$ cat src/tep_pkg.sv
// Shared codes, sizes and control types for the tiered eviction planner.
package tep_pkg;

    // Configuration register indexes.
    localparam int CFG_INDEX_BITS = 2;
    localparam logic [CFG_INDEX_BITS-1:0] CFG_VRAM_CAPACITY  = 2'd0;
    localparam logic [CFG_INDEX_BITS-1:0] CFG_VRAM_HELD_BACK = 2'd1;
    localparam logic [CFG_INDEX_BITS-1:0] CFG_VRAM_IN_USE    = 2'd2;

    // Result queue geometry.
    localparam int RESULT_FIFO_DEPTH = 4;
    localparam int FIFO_PTR_BITS     = 2;
    localparam int FIFO_COUNT_BITS   = 3;

    typedef enum logic [1:0] {
        KIND_DECISION     = 2'd0,
        KIND_SATISFIED    = 2'd1,
        KIND_BUDGET_ERROR = 2'd2
    } result_kind_t;

    typedef enum logic {
        TIER_HOST = 1'b0,
        TIER_NVME = 1'b1
    } tier_t;

    typedef enum logic [1:0] {
        REASON_DEMOTE     = 2'd0,
        REASON_WRITEBACK  = 2'd1,
        REASON_CLEAN_DROP = 2'd2,
        REASON_SPILL      = 2'd3
    } reason_t;

    // Queue push request: second is only set together with first.
    typedef struct packed {
        logic first;
        logic second;
    } push_t;

endpackage

$ cat src/tep_if.sv
// Valid/ready channel interfaces for planner input items and result words.
interface tep_in_if #(
    parameter int BYTE_COUNT_BITS = 48,
    parameter int PAGE_ID_BITS    = 32
);
    logic                       valid;
    logic                       ready;
    logic                       plan_start;
    logic [BYTE_COUNT_BITS-1:0] request_bytes;
    logic [BYTE_COUNT_BITS-1:0] host_avail_bytes;
    logic                       page_present;
    logic [PAGE_ID_BITS-1:0]    page_ident;
    logic [BYTE_COUNT_BITS-1:0] page_bytes;
    logic                       page_pinned;
    logic                       page_busy;
    logic                       page_dirty;
    logic                       page_on_nvme;
    logic                       plan_end;

    modport source (
        output valid, plan_start, request_bytes, host_avail_bytes, page_present,
               page_ident, page_bytes, page_pinned, page_busy, page_dirty,
               page_on_nvme, plan_end,
        input  ready
    );

    modport sink (
        input  valid, plan_start, request_bytes, host_avail_bytes, page_present,
               page_ident, page_bytes, page_pinned, page_busy, page_dirty,
               page_on_nvme, plan_end,
        output ready
    );
endinterface

interface tep_out_if #(
    parameter int BYTE_COUNT_BITS = 48,
    parameter int PAGE_ID_BITS    = 32
);
    logic                       valid;
    logic                       ready;
    logic [1:0]                 result_kind;
    logic [PAGE_ID_BITS-1:0]    victim_ident;
    logic                       target_tier;
    logic [1:0]                 reason_code;
    logic [BYTE_COUNT_BITS-1:0] shortfall_bytes;
    logic                       run_end;

    modport source (
        output valid, result_kind, victim_ident, target_tier, reason_code,
               shortfall_bytes, run_end,
        input  ready
    );

    modport sink (
        input  valid, result_kind, victim_ident, target_tier, reason_code,
               shortfall_bytes, run_end,
        output ready
    );
endinterface

$ cat src/tep_budget_cfg.sv
// Configuration registers and the registered VRAM headroom derived from them.
module tep_budget_cfg #(
    parameter int BYTE_COUNT_BITS = 48
) (
    input  logic                             clk,
    input  logic                             rst_n,
    input  logic                             cfg_we,
    input  logic [tep_pkg::CFG_INDEX_BITS-1:0] cfg_index,
    input  logic [BYTE_COUNT_BITS-1:0]       cfg_data,
    output logic [BYTE_COUNT_BITS-1:0]       headroom
);
    import tep_pkg::*;

    logic [BYTE_COUNT_BITS-1:0] capacity_reg, capacity_next;
    logic [BYTE_COUNT_BITS-1:0] held_back_reg, held_back_next;
    logic [BYTE_COUNT_BITS-1:0] in_use_reg, in_use_next;
    logic [BYTE_COUNT_BITS-1:0] headroom_reg, headroom_next;
    logic [BYTE_COUNT_BITS:0]   usable_diff;
    logic [BYTE_COUNT_BITS-1:0] usable;
    logic [BYTE_COUNT_BITS:0]   room_diff;

    always_comb
    begin
        capacity_next  = capacity_reg;
        held_back_next = held_back_reg;
        in_use_next    = in_use_reg;
        if (cfg_we)
        begin
            unique case (cfg_index)
                CFG_VRAM_CAPACITY:  capacity_next  = cfg_data;
                CFG_VRAM_HELD_BACK: held_back_next = cfg_data;
                CFG_VRAM_IN_USE:    in_use_next    = cfg_data;
                default:            ;
            endcase
        end
    end

    // Floor each difference at zero; work from the next values so the
    // headroom is current at the same edge as the write.
    always_comb
    begin
        usable_diff   = {1'b0, capacity_next} - {1'b0, held_back_next};
        usable        = usable_diff[BYTE_COUNT_BITS] ? '0 : usable_diff[BYTE_COUNT_BITS-1:0];
        room_diff     = {1'b0, usable} - {1'b0, in_use_next};
        headroom_next = room_diff[BYTE_COUNT_BITS] ? '0 : room_diff[BYTE_COUNT_BITS-1:0];
    end

    always_ff @(posedge clk or negedge rst_n)
    begin
        if (!rst_n)
        begin
            capacity_reg  <= '0;
            held_back_reg <= '0;
            in_use_reg    <= '0;
            headroom_reg  <= '0;
        end
        else
        begin
            capacity_reg  <= capacity_next;
            held_back_reg <= held_back_next;
            in_use_reg    <= in_use_next;
            headroom_reg  <= headroom_next;
        end
    end

    assign headroom = headroom_reg;

endmodule

$ cat src/tep_result_fifo.sv
// Small result queue: pushes up to two words a cycle, pops one.
module tep_result_fifo #(
    parameter int DATA_W = 86
) (
    input  logic                clk,
    input  logic                rst_n,
    input  tep_pkg::push_t      push,
    input  logic [DATA_W-1:0]   wr_first,
    input  logic [DATA_W-1:0]   wr_second,
    output logic                room_for_two,
    output logic                rd_valid,
    input  logic                rd_ready,
    output logic [DATA_W-1:0]   rd_data
);
    import tep_pkg::*;

    logic [DATA_W-1:0]          mem_reg [RESULT_FIFO_DEPTH];
    logic [FIFO_PTR_BITS-1:0]   wr_ptr_reg, wr_ptr_next;
    logic [FIFO_PTR_BITS-1:0]   rd_ptr_reg, rd_ptr_next;
    logic [FIFO_COUNT_BITS-1:0] count_reg, count_next;
    logic [FIFO_PTR_BITS-1:0]   wr_ptr_plus1;
    logic                       pop;

    assign pop          = rd_valid && rd_ready;
    assign wr_ptr_plus1 = wr_ptr_reg + FIFO_PTR_BITS'(1);

    always_comb
    begin
        wr_ptr_next = wr_ptr_reg + FIFO_PTR_BITS'(push.first) + FIFO_PTR_BITS'(push.second);
        rd_ptr_next = rd_ptr_reg + FIFO_PTR_BITS'(pop);
        count_next  = count_reg + FIFO_COUNT_BITS'(push.first)
                    + FIFO_COUNT_BITS'(push.second) - FIFO_COUNT_BITS'(pop);
    end

    always_ff @(posedge clk or negedge rst_n)
    begin
        if (!rst_n)
        begin
            wr_ptr_reg <= '0;
            rd_ptr_reg <= '0;
            count_reg  <= '0;
        end
        else
        begin
            wr_ptr_reg <= wr_ptr_next;
            rd_ptr_reg <= rd_ptr_next;
            count_reg  <= count_next;
        end
    end

    always_ff @(posedge clk)
    begin
        if (push.first)
        begin
            mem_reg[wr_ptr_reg] <= wr_first;
        end
        if (push.second)
        begin
            mem_reg[wr_ptr_plus1] <= wr_second;
        end
    end

    assign room_for_two = count_reg <= FIFO_COUNT_BITS'(RESULT_FIFO_DEPTH - 2);
    assign rd_valid     = count_reg != '0;
    assign rd_data      = mem_reg[rd_ptr_reg];

    a_count_bounded: assert property (@(posedge clk) disable iff (!rst_n)
        count_reg <= FIFO_COUNT_BITS'(RESULT_FIFO_DEPTH))
        else $error("result queue count beyond depth");

    a_second_needs_first: assert property (@(posedge clk) disable iff (!rst_n)
        push.second |-> push.first)
        else $error("second word pushed without first");

endmodule

$ cat src/tep_plan_core.sv
// Input register, plan state and the single-pass eviction decision.
module tep_plan_core #(
    parameter int BYTE_COUNT_BITS = 48,
    parameter int PAGE_ID_BITS    = 32,
    localparam int RESULT_W       = 2 + PAGE_ID_BITS + 1 + 2 + BYTE_COUNT_BITS + 1
) (
    input  logic                       clk,
    input  logic                       rst_n,
    tep_in_if.sink                     in_ch,
    input  logic [BYTE_COUNT_BITS-1:0] headroom,
    input  logic                       room_for_two,
    output tep_pkg::push_t             push,
    output logic [RESULT_W-1:0]        entry_first,
    output logic [RESULT_W-1:0]        entry_second
);
    import tep_pkg::*;

    typedef struct packed {
        logic                       plan_start;
        logic [BYTE_COUNT_BITS-1:0] request_bytes;
        logic [BYTE_COUNT_BITS-1:0] host_avail_bytes;
        logic                       page_present;
        logic [PAGE_ID_BITS-1:0]    page_ident;
        logic [BYTE_COUNT_BITS-1:0] page_bytes;
        logic                       page_pinned;
        logic                       page_busy;
        logic                       page_dirty;
        logic                       page_on_nvme;
        logic                       plan_end;
    } item_t;

    typedef struct packed {
        logic [1:0]                 kind;
        logic [PAGE_ID_BITS-1:0]    ident;
        logic                       tier;
        logic [1:0]                 reason;
        logic [BYTE_COUNT_BITS-1:0] shortfall;
        logic                       run_end;
    } result_t;

    item_t                      item_reg;
    logic                       item_valid_reg, item_valid_next;
    logic [BYTE_COUNT_BITS-1:0] needed_reg, needed_next;
    logic [BYTE_COUNT_BITS-1:0] host_reg, host_next;

    logic                       accept;
    logic                       fire;
    logic [BYTE_COUNT_BITS:0]   start_diff;
    logic [BYTE_COUNT_BITS-1:0] need_cur;
    logic [BYTE_COUNT_BITS-1:0] host_cur;
    logic [BYTE_COUNT_BITS:0]   host_diff;
    logic [BYTE_COUNT_BITS:0]   need_diff;
    logic [BYTE_COUNT_BITS-1:0] need_after;
    logic [BYTE_COUNT_BITS-1:0] host_after;
    logic                       decide;
    logic                       to_nvme;
    reason_t                    reason;
    result_t                    decision;
    result_t                    status;

    assign accept      = in_ch.valid && in_ch.ready;
    assign fire        = item_valid_reg && room_for_two;
    assign in_ch.ready = !item_valid_reg || room_for_two;

    always_comb
    begin
        // Plan start first: shortfall is the request beyond headroom.
        start_diff = {1'b0, item_reg.request_bytes} - {1'b0, headroom};
        if (item_reg.plan_start)
        begin
            need_cur = start_diff[BYTE_COUNT_BITS] ? '0 : start_diff[BYTE_COUNT_BITS-1:0];
            host_cur = item_reg.host_avail_bytes;
        end
        else
        begin
            need_cur = needed_reg;
            host_cur = host_reg;
        end

        // Then the page: skip pinned or busy pages and met plans.
        decide = item_reg.page_present && (need_cur != '0)
              && !item_reg.page_pinned && !item_reg.page_busy;
        host_diff = {1'b0, host_cur} - {1'b0, item_reg.page_bytes};
        to_nvme   = host_diff[BYTE_COUNT_BITS];
        need_diff = {1'b0, need_cur} - {1'b0, item_reg.page_bytes};

        need_after = need_cur;
        host_after = host_cur;
        if (decide)
        begin
            need_after = need_diff[BYTE_COUNT_BITS] ? '0 : need_diff[BYTE_COUNT_BITS-1:0];
            if (!to_nvme)
            begin
                host_after = host_diff[BYTE_COUNT_BITS-1:0];
            end
        end

        priority if (!to_nvme)
            reason = REASON_DEMOTE;
        else if (item_reg.page_dirty)
            reason = REASON_WRITEBACK;
        else if (item_reg.page_on_nvme)
            reason = REASON_CLEAN_DROP;
        else
            reason = REASON_SPILL;
    end

    always_comb
    begin
        decision.kind      = KIND_DECISION;
        decision.ident     = item_reg.page_ident;
        decision.tier      = to_nvme ? TIER_NVME : TIER_HOST;
        decision.reason    = reason;
        decision.shortfall = need_after;
        decision.run_end   = !item_reg.plan_end;

        status.kind      = (need_after == '0) ? KIND_SATISFIED : KIND_BUDGET_ERROR;
        status.ident     = '0;
        status.tier      = TIER_HOST;
        status.reason    = REASON_DEMOTE;
        status.shortfall = need_after;
        status.run_end   = 1'b1;

        entry_first  = decide ? decision : status;
        entry_second = status;

        push.first  = fire && (decide || item_reg.plan_end);
        push.second = fire && decide && item_reg.plan_end;
    end

    always_comb
    begin
        item_valid_next = item_valid_reg;
        if (accept)
            item_valid_next = 1'b1;
        else if (fire)
            item_valid_next = 1'b0;

        needed_next = fire ? need_after : needed_reg;
        host_next   = fire ? host_after : host_reg;
    end

    always_ff @(posedge clk or negedge rst_n)
    begin
        if (!rst_n)
        begin
            item_valid_reg <= 1'b0;
            needed_reg     <= '0;
            host_reg       <= '0;
        end
        else
        begin
            item_valid_reg <= item_valid_next;
            needed_reg     <= needed_next;
            host_reg       <= host_next;
        end
    end

    always_ff @(posedge clk)
    begin
        if (accept)
        begin
            item_reg.plan_start       <= in_ch.plan_start;
            item_reg.request_bytes    <= in_ch.request_bytes;
            item_reg.host_avail_bytes <= in_ch.host_avail_bytes;
            item_reg.page_present     <= in_ch.page_present;
            item_reg.page_ident       <= in_ch.page_ident;
            item_reg.page_bytes       <= in_ch.page_bytes;
            item_reg.page_pinned      <= in_ch.page_pinned;
            item_reg.page_busy        <= in_ch.page_busy;
            item_reg.page_dirty       <= in_ch.page_dirty;
            item_reg.page_on_nvme     <= in_ch.page_on_nvme;
            item_reg.plan_end         <= in_ch.plan_end;
        end
    end

    a_need_only_shrinks: assert property (@(posedge clk) disable iff (!rst_n)
        fire && !item_reg.plan_start |=> needed_reg <= $past(needed_reg))
        else $error("shortfall grew inside a plan");

    a_host_only_shrinks: assert property (@(posedge clk) disable iff (!rst_n)
        fire && !item_reg.plan_start |=> host_reg <= $past(host_reg))
        else $error("host budget grew inside a plan");

    a_hold_without_room: assert property (@(posedge clk) disable iff (!rst_n)
        item_valid_reg && !room_for_two |=> item_valid_reg && $stable(needed_reg))
        else $error("item lost while result queue was full");

endmodule

$ cat src/tiered_eviction_planner.sv
// Top level of the tiered eviction planner: config port, plan core, result queue.
//
// The planner takes one item per cycle while the result queue has room. An item is
// held in an input register, where a single pass of compares and subtractions
// against the running shortfall and host budget decides it, and its zero, one or
// two result words go into a four-word result queue; the first result word becomes
// valid once it has been written into the queue from the input register. The single
// output port drains one word per cycle while the consumer is ready, so items that
// give at most one result flow at one per cycle, and an item that gives a decision
// plus a plan status costs two output words. The input register stalls only when
// the queue has fewer than two free words. Configuration writes are registered, and
// the headroom they imply is registered at the same edge.
module tiered_eviction_planner #(
    parameter int BYTE_COUNT_BITS = 48,
    parameter int PAGE_ID_BITS    = 32
) (
    input  logic                               clk,
    input  logic                               rst_n,
    input  logic                               cfg_we,
    input  logic [tep_pkg::CFG_INDEX_BITS-1:0] cfg_index,
    input  logic [BYTE_COUNT_BITS-1:0]         cfg_data,
    tep_in_if.sink                             in_ch,
    tep_out_if.source                          out_ch
);
    import tep_pkg::*;

    localparam int RESULT_W = 2 + PAGE_ID_BITS + 1 + 2 + BYTE_COUNT_BITS + 1;

    logic [BYTE_COUNT_BITS-1:0] headroom;
    logic                       room_for_two;
    push_t                      push;
    logic [RESULT_W-1:0]        entry_first;
    logic [RESULT_W-1:0]        entry_second;
    logic [RESULT_W-1:0]        head_word;

    // Hold the VRAM limits and precompute the headroom a new plan starts from.
    tep_budget_cfg #(
        .BYTE_COUNT_BITS (BYTE_COUNT_BITS)
    ) u_budget_cfg (
        .clk       (clk),
        .rst_n     (rst_n),
        .cfg_we    (cfg_we),
        .cfg_index (cfg_index),
        .cfg_data  (cfg_data),
        .headroom  (headroom)
    );

    // Register the item, update shortfall and host budget, build result words.
    tep_plan_core #(
        .BYTE_COUNT_BITS (BYTE_COUNT_BITS),
        .PAGE_ID_BITS    (PAGE_ID_BITS)
    ) u_plan_core (
        .clk          (clk),
        .rst_n        (rst_n),
        .in_ch        (in_ch),
        .headroom     (headroom),
        .room_for_two (room_for_two),
        .push         (push),
        .entry_first  (entry_first),
        .entry_second (entry_second)
    );

    // Queue results so the core keeps moving while the consumer stalls.
    tep_result_fifo #(
        .DATA_W (RESULT_W)
    ) u_result_fifo (
        .clk          (clk),
        .rst_n        (rst_n),
        .push         (push),
        .wr_first     (entry_first),
        .wr_second    (entry_second),
        .room_for_two (room_for_two),
        .rd_valid     (out_ch.valid),
        .rd_ready     (out_ch.ready),
        .rd_data      (head_word)
    );

    // Unpack the head word in the core's field order.
    assign {out_ch.result_kind, out_ch.victim_ident, out_ch.target_tier,
            out_ch.reason_code, out_ch.shortfall_bytes, out_ch.run_end} = head_word;

endmodule

$ cat src/flat_wrapper.sv
// flat-port wrapper written by rule: the top's interface ports become plain ports
module tiered_eviction_planner_flat import tep_pkg::*;
#(
    parameter int BYTE_COUNT_BITS = 48,
    parameter int PAGE_ID_BITS    = 32
)
  (clk, rst_n, cfg_we, cfg_index, cfg_data, in_ch_valid, in_ch_plan_start, in_ch_request_bytes, in_ch_host_avail_bytes, in_ch_page_present, in_ch_page_ident, in_ch_page_bytes, in_ch_page_pinned, in_ch_page_busy, in_ch_page_dirty, in_ch_page_on_nvme, in_ch_plan_end, in_ch_ready, out_ch_valid, out_ch_result_kind, out_ch_victim_ident, out_ch_target_tier, out_ch_reason_code, out_ch_shortfall_bytes, out_ch_run_end, out_ch_ready);
  tep_in_if #(.BYTE_COUNT_BITS(BYTE_COUNT_BITS), .PAGE_ID_BITS(PAGE_ID_BITS)) in_ch_i ();
  tep_out_if #(.BYTE_COUNT_BITS(BYTE_COUNT_BITS), .PAGE_ID_BITS(PAGE_ID_BITS)) out_ch_i ();
  input  logic clk;
  input  logic rst_n;
  input  logic cfg_we;
  input  logic [tep_pkg::CFG_INDEX_BITS-1:0] cfg_index;
  input  logic [BYTE_COUNT_BITS-1:0] cfg_data;
  input wire logic [$bits(in_ch_i.valid)-1:0] in_ch_valid;
  input wire logic [$bits(in_ch_i.plan_start)-1:0] in_ch_plan_start;
  input wire logic [$bits(in_ch_i.request_bytes)-1:0] in_ch_request_bytes;
  input wire logic [$bits(in_ch_i.host_avail_bytes)-1:0] in_ch_host_avail_bytes;
  input wire logic [$bits(in_ch_i.page_present)-1:0] in_ch_page_present;
  input wire logic [$bits(in_ch_i.page_ident)-1:0] in_ch_page_ident;
  input wire logic [$bits(in_ch_i.page_bytes)-1:0] in_ch_page_bytes;
  input wire logic [$bits(in_ch_i.page_pinned)-1:0] in_ch_page_pinned;
  input wire logic [$bits(in_ch_i.page_busy)-1:0] in_ch_page_busy;
  input wire logic [$bits(in_ch_i.page_dirty)-1:0] in_ch_page_dirty;
  input wire logic [$bits(in_ch_i.page_on_nvme)-1:0] in_ch_page_on_nvme;
  input wire logic [$bits(in_ch_i.plan_end)-1:0] in_ch_plan_end;
  output wire logic [$bits(in_ch_i.ready)-1:0] in_ch_ready;
  output wire logic [$bits(out_ch_i.valid)-1:0] out_ch_valid;
  output wire logic [$bits(out_ch_i.result_kind)-1:0] out_ch_result_kind;
  output wire logic [$bits(out_ch_i.victim_ident)-1:0] out_ch_victim_ident;
  output wire logic [$bits(out_ch_i.target_tier)-1:0] out_ch_target_tier;
  output wire logic [$bits(out_ch_i.reason_code)-1:0] out_ch_reason_code;
  output wire logic [$bits(out_ch_i.shortfall_bytes)-1:0] out_ch_shortfall_bytes;
  output wire logic [$bits(out_ch_i.run_end)-1:0] out_ch_run_end;
  input wire logic [$bits(out_ch_i.ready)-1:0] out_ch_ready;
  assign in_ch_i.valid = in_ch_valid;
  assign in_ch_i.plan_start = in_ch_plan_start;
  assign in_ch_i.request_bytes = in_ch_request_bytes;
  assign in_ch_i.host_avail_bytes = in_ch_host_avail_bytes;
  assign in_ch_i.page_present = in_ch_page_present;
  assign in_ch_i.page_ident = in_ch_page_ident;
  assign in_ch_i.page_bytes = in_ch_page_bytes;
  assign in_ch_i.page_pinned = in_ch_page_pinned;
  assign in_ch_i.page_busy = in_ch_page_busy;
  assign in_ch_i.page_dirty = in_ch_page_dirty;
  assign in_ch_i.page_on_nvme = in_ch_page_on_nvme;
  assign in_ch_i.plan_end = in_ch_plan_end;
  assign in_ch_ready = in_ch_i.ready;
  assign out_ch_valid = out_ch_i.valid;
  assign out_ch_result_kind = out_ch_i.result_kind;
  assign out_ch_victim_ident = out_ch_i.victim_ident;
  assign out_ch_target_tier = out_ch_i.target_tier;
  assign out_ch_reason_code = out_ch_i.reason_code;
  assign out_ch_shortfall_bytes = out_ch_i.shortfall_bytes;
  assign out_ch_run_end = out_ch_i.run_end;
  assign out_ch_i.ready = out_ch_ready;
  tiered_eviction_planner #(.BYTE_COUNT_BITS(BYTE_COUNT_BITS), .PAGE_ID_BITS(PAGE_ID_BITS)) u_core (.clk(clk), .rst_n(rst_n), .cfg_we(cfg_we), .cfg_index(cfg_index), .cfg_data(cfg_data), .in_ch(in_ch_i), .out_ch(out_ch_i));
endmodule
$ cat config.mk
export PLATFORM = sky130hd
export DESIGN_NAME = tiered_eviction_planner_flat
export DESIGN_NICKNAME = d
export VERILOG_FILES = /design/src/tep_pkg.sv /design/src/tep_if.sv /design/src/tep_budget_cfg.sv /design/src/tep_result_fifo.sv /design/src/tep_plan_core.sv /design/src/tiered_eviction_planner.sv /design/src/flat_wrapper.sv
export SDC_FILE = /design/constraint.sdc
export NUM_CORES = 2
export LEC_CHECK = 0
export ABC_AREA = 1
export BUFFER_PORTS_ARGS = -buffer_cell sky130_fd_sc_hd__buf_4
export CORE_ASPECT_RATIO = 0.75
export CORE_MARGIN = 2
export CORE_UTILIZATION = 62
export CTS_CLUSTER_DIAMETER = 40
export DETAILED_ROUTE_END_ITERATION = 8
export GPL_ROUTABILITY_DRIVEN = 0
export PLACE_DENSITY = 0.81
export SLEW_MARGIN = 25
export SYNTH_ARGS = -nofsm -noshare
export SYNTH_HDL_FRONTEND = slang
export SYNTH_SLANG_ARGS = --single-unit
export TNS_END_PERCENT = 30
$ cat constraint.sdc
create_clock -name clk -period 8.5 [get_ports clk]
set_input_delay 1.7 -clock clk [delete_from_list [all_inputs] [get_ports clk]]
set_output_delay 1.7 -clock clk [all_outputs]
set_load 0.03 [all_outputs]
==> flow_summary_export.csv <==
group,metric,value,unit
status,outcome,"finished clean",
clock_tree,clk_latency,0.71,ns
place,dp_hpwl,106000,um
cells_and_area,final_net_count,7330,
timing,hold_violations,0,
flow_run,maxCapViolCount,0,
power,power.density,384,mW/mm2
detailed_routing,final_antenna_net_count,0,
clock_tree,cts_tree,"done",
die,coreArea,0.0790,mm2
logic_synthesis,seq_area_frac_synth,43.9,%
detailed_routing,vias,46194,
grt,overflow,0,
clock_tree,htreeDepth,3,
grt,grt_pass1_wl,232000,um
logic_synthesis,ys_seq_elements,823,
detailed_routing,drt_wl_total,148000,um
place,placed_cell_area,0.0533,mm2
logic_synthesis,ys_async_sr_fraction,36.0,%
die,die_w,331,um
timing,final.setup_skew,0.0494,ns
clock_tree,clock-root-buffer,"clkbuf_16",
timing,finalMaxSlewViolations,0,
timing,fin_crit,7.97,ns
grt,antenna_found_initial,6,
power,fin_total_pwr,21.8,mW
timing,min_period_over_period,93.7,%
cells_and_area,fin_area,0.0568,mm2
power,p_leak,27.1,nW
worst_setup_path,crit_fanout,18,
worst_setup_path,critPathBufInv,12,
timing,relSlewSlack,31.4,%
logic_synthesis,syn_avg_cell_area,7.60,um2
detailed_routing,vias_per_cell,5.79,
worst_hold_path,hold_path_class,"register to register",
timing,worst_pin_slew,1.03,ns
detailed_routing,drt_iter0_markers,5955,
logic_synthesis,synth_edf_count,383,
worst_setup_path,crit_arrival,8.53,ns
worst_setup_path,startpoint_type,"primary input",
power,peakVddDrop,0.225,mV
logic_synthesis,synthesis.nets,7025,
worst_setup_path,cp_slowest_cell,"fa_1",
detailed_routing,wl_per_cell,18.6,um
clock_tree,cts_buffer_depth,3,
clock_tree,path_clk_slew,0.06,ns
timing,finalSetupViolations,0,
grt,grt_pass1_vias,42918,
cells_and_area,stdcell_count,7983,
place,place_ws,-0.210,ns
die,io_pins,326,
cells_and_area,syn2layout_area_growth,14.4,%
timing,grt_setup_unrepaired,"false",
cells_and_area,layout-drive-gt1-share,11.1,%
grt,grt_max_degree,125,
timing,max_freq,0.126,GHz
worst_hold_path,hold_start,"u_core.u_result_fifo.mem_reg[2][54]",
worst_hold_path,hold_depth,2,
die,num_rows,89,
worst_setup_path,max_stage_delay,0.44,ns
worst_setup_path,worstSetupPathType,"primary input to register",
worst_setup_path,rr_endpoint,"u_core.u_result_fifo.mem_reg[1][85]",
logic_synthesis,synth.distinct_cells,60,
worst_setup_path,rr_worst_depth,37,
timing,layout_setup_ws,0.535,ns
place,numPortBuffers,325,
die,initial_core_util,62.9,%
clock_tree,cts.sink_count,823,
clock_tree,cts_buffers,102,
worst_setup_path,cpMostUsedCell,"nand2_1",
logic_synthesis,ys.warnings.count,0,
worst_setup_path,cpLargestDelayFamily,"compound AO/OA/AOI/OAI gates",
worst_setup_path,endpoint_kind,"register",
die,die_h,249,um
worst_hold_path,min_to,"u_core.u_result_fifo.mem_reg[2][54]",
detailed_routing,drcViolationCount,0,
grt,grt.total_usage,35.7,%
worst_setup_path,r2r_slack,1.38,ns
logic_synthesis,synth.cell_area,0.0497,mm2
clock_tree,cts_setup_buffers,0,
cells_and_area,final_util,71.9,%
place,place_inst,7783,
logic_synthesis,synth_ff_type,"edfxtp_1",
detailed_routing,dr.pass1.iters,7,
worst_setup_path,worstPathRequired,9.07,ns
logic_synthesis,syn-instance-count,6536,
cells_and_area,largest_register_ffs,344,
worst_setup_path,worstReg2RegStart,"u_core.u_plan_core.item_reg[137]",
die,die_area,0.0824,mm2
[synth_stat cells (all sizes together) (3+ instances only)]
| cell | number | area (um2) |
|---|---|---|
| nand2 | 1503 | 5680 |
| inv | 1028 | 3860 |
| nor2 | 853 | 3250 |
| o21ai | 710 | 3560 |
| edfxtp | 383 | 11500 |
| a21oi | 322 | 1620 |
| dfrtp | 296 | 7410 |
| ha | 243 | 3040 |
| nand3 | 202 | 1020 |
| clkbuf | 144 | 541 |
| dfxtp | 144 | 2880 |
| o22ai | 86 | 538 |
| xor2 | 73 | 639 |
| buf | 70 | 408 |
| a31oi | 62 | 388 |
| xnor2 | 60 | 526 |
| or2 | 48 | 300 |
| mux2 | 47 | 529 |
| o211ai | 44 | 330 |
| o21a | 30 | 225 |
| nand4 | 28 | 175 |
| nor3 | 24 | 120 |
| o21bai | 22 | 165 |
| nand3b | 19 | 143 |
| a21o | 17 | 128 |
| nor4 | 11 | 68.8 |
| fa | 8 | 160 |
| clkinv | 7 | 26.3 |
| a21boi | 6 | 45.0 |
| o221ai | 6 | 52.6 |
| o311ai | 5 | 43.8 |
| o31ai | 5 | 37.5 |
| a211oi | 4 | 30.0 |
| and3 | 4 | 25.0 |
| a311oi | 3 | 26.3 |
[layout make-up]
cell class	count	area, um2
diodes	6	15.0
inverters	1035	3900
fillers	6102	22200
repair buffers	415	3180
clock buffers	124	2770
multi-input cells	4464	23100
clock inverters	70	718
well taps	1046	1310
flip-flops and latches	823	21800
[worst min-delay path, delay by kind of cell, from the launching register on]
kind,cells,cell delay (ns)
AOI/OAI and AO/OA,1,0.05
DFF,1,0.33
and+or+nand+nor,1,0.05
[timing repair]
action | 4_1_cts | 5_1_grt
setup endpoints to repair | 0 | 48
hold buffers | 0 | 0
resized for setup | 0 | 9
hold endpoints to repair | 0 | 0
[how the worst max path moves through the flow]
stage	startpoint	cells after the start	slack [ns]	to
2_1_floorplan	cfg_index[1]	45	0.02	u_core.u_budget_cfg.headroom[26]
3_3_place_gp	cfg_index[1]	46	0.21	u_core.u_budget_cfg.headroom[35]
3_5_place_dp	cfg_index[1]	46	-0.21	u_core.u_budget_cfg.headroom[35]
4_1_cts	cfg_index[1]	46	0.32	u_core.u_budget_cfg.headroom[35]
5_1_grt	cfg_index[1]	45	0.09	u_core.u_budget_cfg.headroom[35]
6_report	cfg_index[1]	45	0.53	u_core.u_budget_cfg.headroom[35]
[layout by cell type, fill, tap and decap left out, drive strengths merged, types with 30 or more instances in the layout]
master / count
a21oi: 322
nand2: 1503
o22ai: 86
dfrtp: 296
o21ai: 710
edfxtp: 383
dfxtp: 144
o21a: 30
buf: 415
o211ai: 44
clkinv: 42
mux2: 47
xor2: 73
nand3: 202
a31oi: 62
ha: 243
xnor2: 60
or2: 48
inv: 1051
nor2: 853
clkbuf: 124
[cell families after synthesis]
logic type / Yosys count / synth area share (%)
adders and majority gates: 251 / 6.45
muxes: 47 / 1.07
DFF: 823 / 43.9
xor gates and xnor gates: 133 / 2.35
and+or+nand+nor: 2697 / 21.8
AOI/OAI and AO/OA: 1336 / 14.7
buffers and inverters: 1249 / 9.73
[where the power goes]
| group | internal (mW) | total (mW) | switching [mW] |
|---|---|---|---|
| clock network | 2.49 | 4.39 | 1.90 |
| registers | 5.28 | 5.69 | 0.412 |
| logic | 3.60 | 11.7 | 8.14 |
| total | 11.4 | 21.8 | 10.4 |
[metrics by stage]
step                      setup TNS [ns]  hold slack (ns)
after global routing                   0            0.472
after floorplan                        0            0.423
after global placement                 0            0.432
after detailed placement           -6.40            0.440
after CTS                              0            0.455
final                                  0            0.457
[per-layer routing]
metal / routed length [um] / vias to the layer above / track usage (%)
met3: 19500 / 349 / 8.95
met4: 6070 / 4 / 14.2
met5: 75 / - / 0
met1: 61700 / 21069 / 52.5
met2: 61100 / 2874 / 50.1
li1: - / 21898 / -
Power figures use the tool's default switching activity.
